## config.mk

```make
export PLATFORM = sky130hd
export DESIGN_NAME = dmcs_ctrl
export DESIGN_NICKNAME = d
export VERILOG_FILES = /design/src/sv/dmcs_pkg.sv /design/src/sv/dmcs_ctrl.sv
export SDC_FILE = /design/constraint.sdc
export NUM_CORES = 1
export LEC_CHECK = 0
export ABC_AREA = 1
export BUFFER_PORTS_ARGS = -buffer_cell sky130_fd_sc_hd__clkbuf_2
export CORE_MARGIN = 3
export CORE_UTILIZATION = 45
export DETAILED_ROUTE_END_ITERATION = 12
export GPL_ROUTABILITY_DRIVEN = 0
export MAX_ROUTING_LAYER = met4
export PLACE_DENSITY = 0.65
export SETUP_SLACK_MARGIN = 0.4
export SKIP_CTS_REPAIR_TIMING = 1
export SLEW_MARGIN = 20
export SYNTH_ARGS = -nofsm -noshare
export SYNTH_HDL_FRONTEND = slang
export SYNTH_SLANG_ARGS = --single-unit
```

## constraint.sdc

```tcl
create_clock -name clk -period 1.9 [get_ports clk]
set_clock_uncertainty 0.1 [all_clocks]
set_input_delay 0.38 -clock clk [delete_from_list [all_inputs] [get_ports clk]]
set_output_delay 0.38 -clock clk [all_outputs]
set_load 0.02 [all_outputs]
```

## src/sv/dmcs_pkg.sv

```systemverilog
// ----------------------------------------------------------------------------
// dmcs_pkg: shared types and constants for the disk minimax center search
// Widths of coordinates, radius and gap, reset values, controller commands.
// ----------------------------------------------------------------------------
package dmcs_pkg;

    localparam int MAX_DISKS_DEF = 1024;
    localparam int FRAC_BITS_DEF = 16;

    localparam int COORD_W = 27;
    localparam int RADIUS_W = 26;
    localparam int GAP_W = 28;
    localparam int ITER_W = 8;
    localparam int CFG_IDX_W = 2;

    localparam logic [CFG_IDX_W-1:0] CFG_WINDOW_LOW = 2'd0;
    localparam logic [CFG_IDX_W-1:0] CFG_WINDOW_HIGH = 2'd1;
    localparam logic [CFG_IDX_W-1:0] CFG_ITER_COUNT = 2'd2;

    localparam logic signed [COORD_W-1:0] WINDOW_LOW_RST = -27'sd65536000;
    localparam logic signed [COORD_W-1:0] WINDOW_HIGH_RST = 27'sd65536000;
    localparam logic [ITER_W-1:0] ITER_COUNT_RST = 8'd100;

    // Commands from the controller to the datapath.
    typedef struct packed {
        logic init_x;     // x interval := window
        logic init_y;     // y interval := window
        logic load_px;    // px := probe of x (sel_x picks m1, m2 or l)
        logic [1:0] sel_x;
        logic [1:0] sel_y;
        logic eval_start; // start one worst gap evaluation at (px, probe y)
        logic take_g1;    // store y-eval result as first probe
        logic step_y;     // update y interval from g1 vs last eval
        logic take_h1;    // store y-search result as first x probe
        logic step_x;     // update x interval from h1 vs last y result
        logic take_ysr;   // last eval is the y search result
    } dmcs_cmd_t;

    typedef struct packed {
        logic eval_done;
    } dmcs_sts_t;

    localparam logic [1:0] SEL_M1 = 2'd0;
    localparam logic [1:0] SEL_M2 = 2'd1;
    localparam logic [1:0] SEL_L = 2'd2;

endpackage

```

## src/sv/dmcs_ctrl.sv

```systemverilog
// ----------------------------------------------------------------------------
// dmcs_ctrl: nested ternary search sequencer
// Steps the x and y searches and issues one gap evaluation at a time.
// ----------------------------------------------------------------------------
module dmcs_ctrl (
    input  logic clk,
    input  logic rst_n,
    input  logic start,
    input  logic [dmcs_pkg::ITER_W-1:0] iters,
    input  dmcs_pkg::dmcs_sts_t sts,
    output dmcs_pkg::dmcs_cmd_t cmd,
    output logic done
);
    typedef enum logic [3:0] {
        S_IDLE, S_XPROBE, S_YINIT, S_YE1, S_YW1, S_YE2, S_YW2, S_YFIN, S_YWF,
        S_XAFTER, S_DONE
    } state_t;

    state_t state_reg;
    logic [dmcs_pkg::ITER_W-1:0] xk_reg, yk_reg;
    logic [1:0] xph_reg; // which x probe: m1, m2, final l

    always_ff @(posedge clk or negedge rst_n)
    begin
        if (!rst_n)
        begin
            state_reg <= S_IDLE;
            xk_reg <= '0;
            yk_reg <= '0;
            xph_reg <= dmcs_pkg::SEL_M1;
        end
        else
        begin
            case (state_reg)
                S_IDLE:
                    if (start)
                    begin
                        xk_reg <= '0;
                        xph_reg <= (iters == 0) ? dmcs_pkg::SEL_L : dmcs_pkg::SEL_M1;
                        state_reg <= S_XPROBE;
                    end
                S_XPROBE: state_reg <= S_YINIT;
                S_YINIT:
                begin
                    yk_reg <= '0;
                    state_reg <= (iters == 0) ? S_YFIN : S_YE1;
                end
                S_YE1: state_reg <= S_YW1;
                S_YW1: if (sts.eval_done) state_reg <= S_YE2;
                S_YE2: state_reg <= S_YW2;
                S_YW2:
                    if (sts.eval_done)
                    begin
                        yk_reg <= yk_reg + 1'b1;
                        state_reg <= (yk_reg + 1'b1 == iters) ? S_YFIN : S_YE1;
                    end
                S_YFIN: state_reg <= S_YWF;
                S_YWF: if (sts.eval_done) state_reg <= S_XAFTER;
                S_XAFTER:
                begin
                    if (xph_reg == dmcs_pkg::SEL_M1)
                    begin
                        xph_reg <= dmcs_pkg::SEL_M2;
                        state_reg <= S_XPROBE;
                    end
                    else if (xph_reg == dmcs_pkg::SEL_M2)
                    begin
                        xk_reg <= xk_reg + 1'b1;
                        xph_reg <= (xk_reg + 1'b1 == iters) ? dmcs_pkg::SEL_L
                                                            : dmcs_pkg::SEL_M1;
                        state_reg <= S_XPROBE;
                    end
                    else
                        state_reg <= S_DONE;
                end
                default: state_reg <= S_IDLE;
            endcase
        end
    end

    always_comb
    begin
        cmd = '0;
        cmd.sel_x = xph_reg;
        cmd.sel_y = dmcs_pkg::SEL_L;
        cmd.init_x = (state_reg == S_IDLE) && start;
        cmd.load_px = (state_reg == S_XPROBE);
        cmd.init_y = (state_reg == S_XPROBE);
        case (state_reg)
            S_YE1: begin cmd.eval_start = 1'b1; cmd.sel_y = dmcs_pkg::SEL_M1; end
            S_YE2: begin cmd.eval_start = 1'b1; cmd.sel_y = dmcs_pkg::SEL_M2; end
            S_YFIN: cmd.eval_start = 1'b1;
            default: ;
        endcase
        cmd.take_g1 = (state_reg == S_YW1) && sts.eval_done;
        cmd.step_y = (state_reg == S_YW2) && sts.eval_done;
        cmd.take_ysr = (state_reg == S_YWF) && sts.eval_done;
        cmd.take_h1 = (state_reg == S_XAFTER) && (xph_reg == dmcs_pkg::SEL_M1);
        cmd.step_x = (state_reg == S_XAFTER) && (xph_reg == dmcs_pkg::SEL_M2);
    end

    assign done = (state_reg == S_DONE);

endmodule

```

Word level (Yosys, flattened, before mapping)
Index checks and enable logic that the tools add are counted.
{"block": "word_totals", "ff_bits": 22, "output_inout_bits": 14}
{"block": "classes", "n_addsub": 2, "n_eq_ne": 20, "n_reduce_logical": 16, "muxes": 23}
{"cell": "4-bit case mux with 10 select lines", "count": 1}
{"cell": "8-bit 2-to-1 mux", "count": 4}
{"cell": "8-bit case mux with 2 select lines", "count": 2}
{"cell": "4-bit 2-to-1 mux", "count": 6}
{"cell": "8-bit by 1-bit adder with 8-bit output, second input constant", "count": 2}
{"cell": "4-bit by 3-bit == test with 1-bit output, second input constant", "count": 4}
{"cell": "8-bit == test", "count": 2}
{"cell": "4-bit == test, second input constant", "count": 3}
{"cell": "2-bit != test, second input constant", "count": 6}
{"cell": "2-bit 2-to-1 mux", "count": 5}
{"cell": "4-bit by 2-bit == test with 1-bit output, second input constant", "count": 2}
{"cell": "8-bit logical NOT", "count": 1}
{"cell": "2-bit case mux with 2 select lines", "count": 2}
{"cell": "4-bit AND reduction", "count": 2}
{"cell": "1-bit logical AND", "count": 6}
{"cell": "3-bit 2-to-1 mux", "count": 2}
{"cell": "4-bit by 1-bit == test with 1-bit output, second input constant", "count": 1}
{"cell": "4-bit logical NOT", "count": 1}
{"cell": "2-bit nonzero test", "count": 2}
{"cell": "3-bit != test, second input constant", "count": 1}
{"cell": "3-bit AND reduction", "count": 1}
{"cell": "3-bit OR reduction", "count": 1}
{"cell": "2-bit by 1-bit == test with 1-bit output, second input constant", "count": 1}
{"cell": "2-bit logical NOT", "count": 1}
{"cell": "other kinds (2)", "count": 2}

Depth between registers and ports, before layout
{"block": "depth", "depth_word": 6, "mapped_depth": 13, "depth_no_buf": 13}

Least setup slack after synthesis
No wires, ideal clock.
{"block": "synth_timing", "kind": "reg-to-output", "from": "reg state_reg[2]", "to": "out cmd[5] in the netlist's numbering", "path_stages_with_launch": 7, "n_path_buf": 0, "setup_slack_ns": 0.000, "arrival_ns": 1.420, "cell_sequence": "dfrtp_1 inv_1 nor2_2 inv_1 nor2_1 a21oi_1 nand2_1"}
{"item": "start: declaration", "line": "dmcs_ctrl.sv:19", "source": "state_t state_reg;"}
{"item": "start signal: assignment", "line": "dmcs_ctrl.sv:46", "source": "state_reg <= (iters == 0) ? S_YFIN : S_YE1;"}
{"item": "start signal: assignment", "line": "dmcs_ctrl.sv:55", "source": "state_reg <= (yk_reg + 1'b1 == iters) ? S_YFIN : S_YE1;"}
{"item": "end: declaration", "line": "dmcs_ctrl.sv:11", "source": "output dmcs_pkg::dmcs_cmd_t cmd,"}

==> flow_summary.yaml <==
global_route:
  grtUsageMet1: 0.2722
  grt_pass1_wl_um: 7272
  top_usage_layer: "met2"
  grt_overflow: 0
  use_met2: 0.3442
  grt_use_met3: 0.03120
  antenna_found_initial: 0
  grt_use_total: 0.2120
  grt_pass1_vias: 1641
  grt_max_degree: 23
floorplanning:
  initial_utilization: 0.4704
  pin_count: 26
  core_um2: 3716
  die_h_um: 68.33
  dieArea_um2: 4668
  die_w_um: 68.33
  num_rows: 22
pwr:
  p_leak_nw: 1.187
  powerDensity_nw_per_um2: 982.4
  vdd_drop_max_mv: 0.7782
  total_power_mw: 2.386
placed_design:
  portBuffers: 25
  pre_cts_ws_ns: 0.1383
  dp_hpwl_um: 3464
drt:
  antenna_left: 0
  vias: 1942
  wl_um: 4919
  routed_via_density: 5.179
  drt_iter0_markers: 176
  wl_per_cell_um: 13.12
  dr.pass1.iters: 4
  drc: 0
synth:
  synth_edf_count: 0
  yosysUniqueCellTypes: 24
  synth_top_family_by_area: "simple AND/OR/NAND/NOR gates"
  yosysSeqAreaShare: 0.3150
  synth_compound_gate_area_share: 0.07874
  ys_seq_elements: 22
  avgSynthCellArea_um2: 6.265
  synth_fa_ha_area_frac: 0.01432
  synth.area.mux_share: 0
  synth-simple-area-share: 0.4846
  async_flop_share: 1.000
  netlist_instances: 279
  syn_area_um2: 1748
  synth_xor_area_frac: 0
  ys.warnings.count: 0
  synth_nets: 293
  synthFlopType: "dfrtp_1"
run_status:
  outcome: "finished with violations"
  violations: "negative hold slack, negative setup slack"
timing:
  rsz0062_at_grt: "true"
  hold_slack_ns: -0.005077
  fmax_mhz: 493.0
  final_hold_viol_count: 16
  setup_violations: 3
  worst_slew_pin_slew_ns: 0.5865
  relSlewSlack: 0.6090
  min_period_ns: 2.028
  period_share: 1.067
  slew_violations: 0
  setup_ws_ns: -0.1282
layout:
  multi_input_area_um2: 1224
  diodes: 0
  regArea_um2: 560.5
  syn_to_final_growth_pct: 38.94
  fill_cells: 319
  nets: 342
  final_layout_size_suffix_gt1_frac: 0.3517
  utilization: 0.6535
worst_setup_path:
  required_ns: 1.42
  criticalPathCategory: "flop to output port"
  worst_ep_arrival_time_ns: 1.55
  rr_endpoint: "xk_reg[2]"
  start_kind: "flop"
  crit_fanout: 5
  crit_start: "state_reg[0]"
  rrSetupSlack_ns: 0.08
  rr_worst_depth: 9
  r2r-start: "state_reg[0]"
  crit_path_end_kind: "output port"
cts:
  clk_latency_ns: 0.27
  cts_tree: "yes"
  cts_buffers: 3
  cts.htree.levels: 1
  clk_pin_slew_ns: 0.08
  clockRootBuffer: "clkbuf_8"
  cts_sinks: 22
  cts_buffer_depth: 2
job:
  cap_violations: 0
worst_hold_path:
  hp-class: "input port to asynchronous set/reset pin"
## logic make-up (layout without fill, tap and decap cells)
logic type | after synthesis | in the layout
compound gates | 24 | 24
fa+ha+maj | 2 | 2
buf+inv | 49 | 97
flops | 22 | 22
simple gates | 182 | 182
## critical path, cell delays in order (launching register included)
cell	delay, ns
dfrtp_2	0.43
inv_2	0.06
nor2_4	0.14
nand2_2	0.09
or2_4	0.31
nor2_8	0.13
buf_6	0.12
## synth_stat cells (all sizes together) (2+ instances only)
master / count / area share
inv: 48 / 0.10
nor3: 2 / 0.0057
nand4: 6 / 0.021
o22ai: 7 / 0.025
nor2: 38 / 0.13
ha: 2 / 0.014
dfrtp: 22 / 0.31
o21ai: 12 / 0.037
nand2: 94 / 0.21
a21oi: 3 / 0.0086
nand3: 40 / 0.11
## cell type report
type / instances / share of cell area
Inverter: 48 / 0.07676
Tap cell: 48 / 0.02473
Sequential cell: 22 / 0.2308
Multi-Input combinational cell: 208 / 0.5039
Clock buffer: 4 / 0.02267
Timing Repair Buffer: 45 / 0.1412
## worst max-delay path by stage
stage                     cells past startpoint      to  slack [ns]
after floorplan                               6  cmd[5]        0.32
after global placement                        5  cmd[2]        0.16
after detailed placement                      5  cmd[2]        0.14
after CTS                                     5  cmd[2]       -0.17
after global routing                          6  cmd[2]       -0.19
final                                         6  cmd[2]       -0.13
## per-stage QoR
stage               setup TNS (ns)  cell area (um^2)  cells
global route               -0.6267              2429    375
floorplan                        0              1803    279
global placement                 0              1996    353
finish                     -0.2525              2429    375
detailed placement               0              1996    353
CTS                        -0.3879              2051    357
## layout by cell type (no fill, tap or decap), types with 2 or more instances in the layout
| cell | instances |
|---|---|
| nand2_1 | 85 |
| nand3_1 | 40 |
| inv_1 | 36 |
| buf_4 | 22 |
| nor2_1 | 18 |
| dfrtp_1 | 14 |
| nor2_4 | 13 |
| clkbuf_2 | 13 |
| inv_2 | 10 |
| buf_6 | 10 |
| dfrtp_2 | 8 |
| nand2_2 | 6 |
| nand4_1 | 6 |
| o21ai_2 | 6 |
| nor2_2 | 4 |
| o22ai_2 | 4 |
| o21ai_1 | 4 |
| clkbuf_8 | 4 |
| nor2_8 | 3 |
| o22ai_1 | 3 |
| nand2_4 | 2 |
| ha_4 | 2 |
## power breakdown
part           internal (mW)  total, mW  switching (mW)  leakage, nW
Clock                  0.185      0.350           0.165       0.0288
Combinational          0.535       1.37           0.837        0.869
Sequential             0.544      0.664           0.120        0.290
## per-layer routing
metal,part of all wire,vias up
met5,0,-
met4,0.0094,0
met3,0.051,5
met2,0.51,56
met1,0.43,901
li1,-,980
Power figures use the tool's default switching activity.
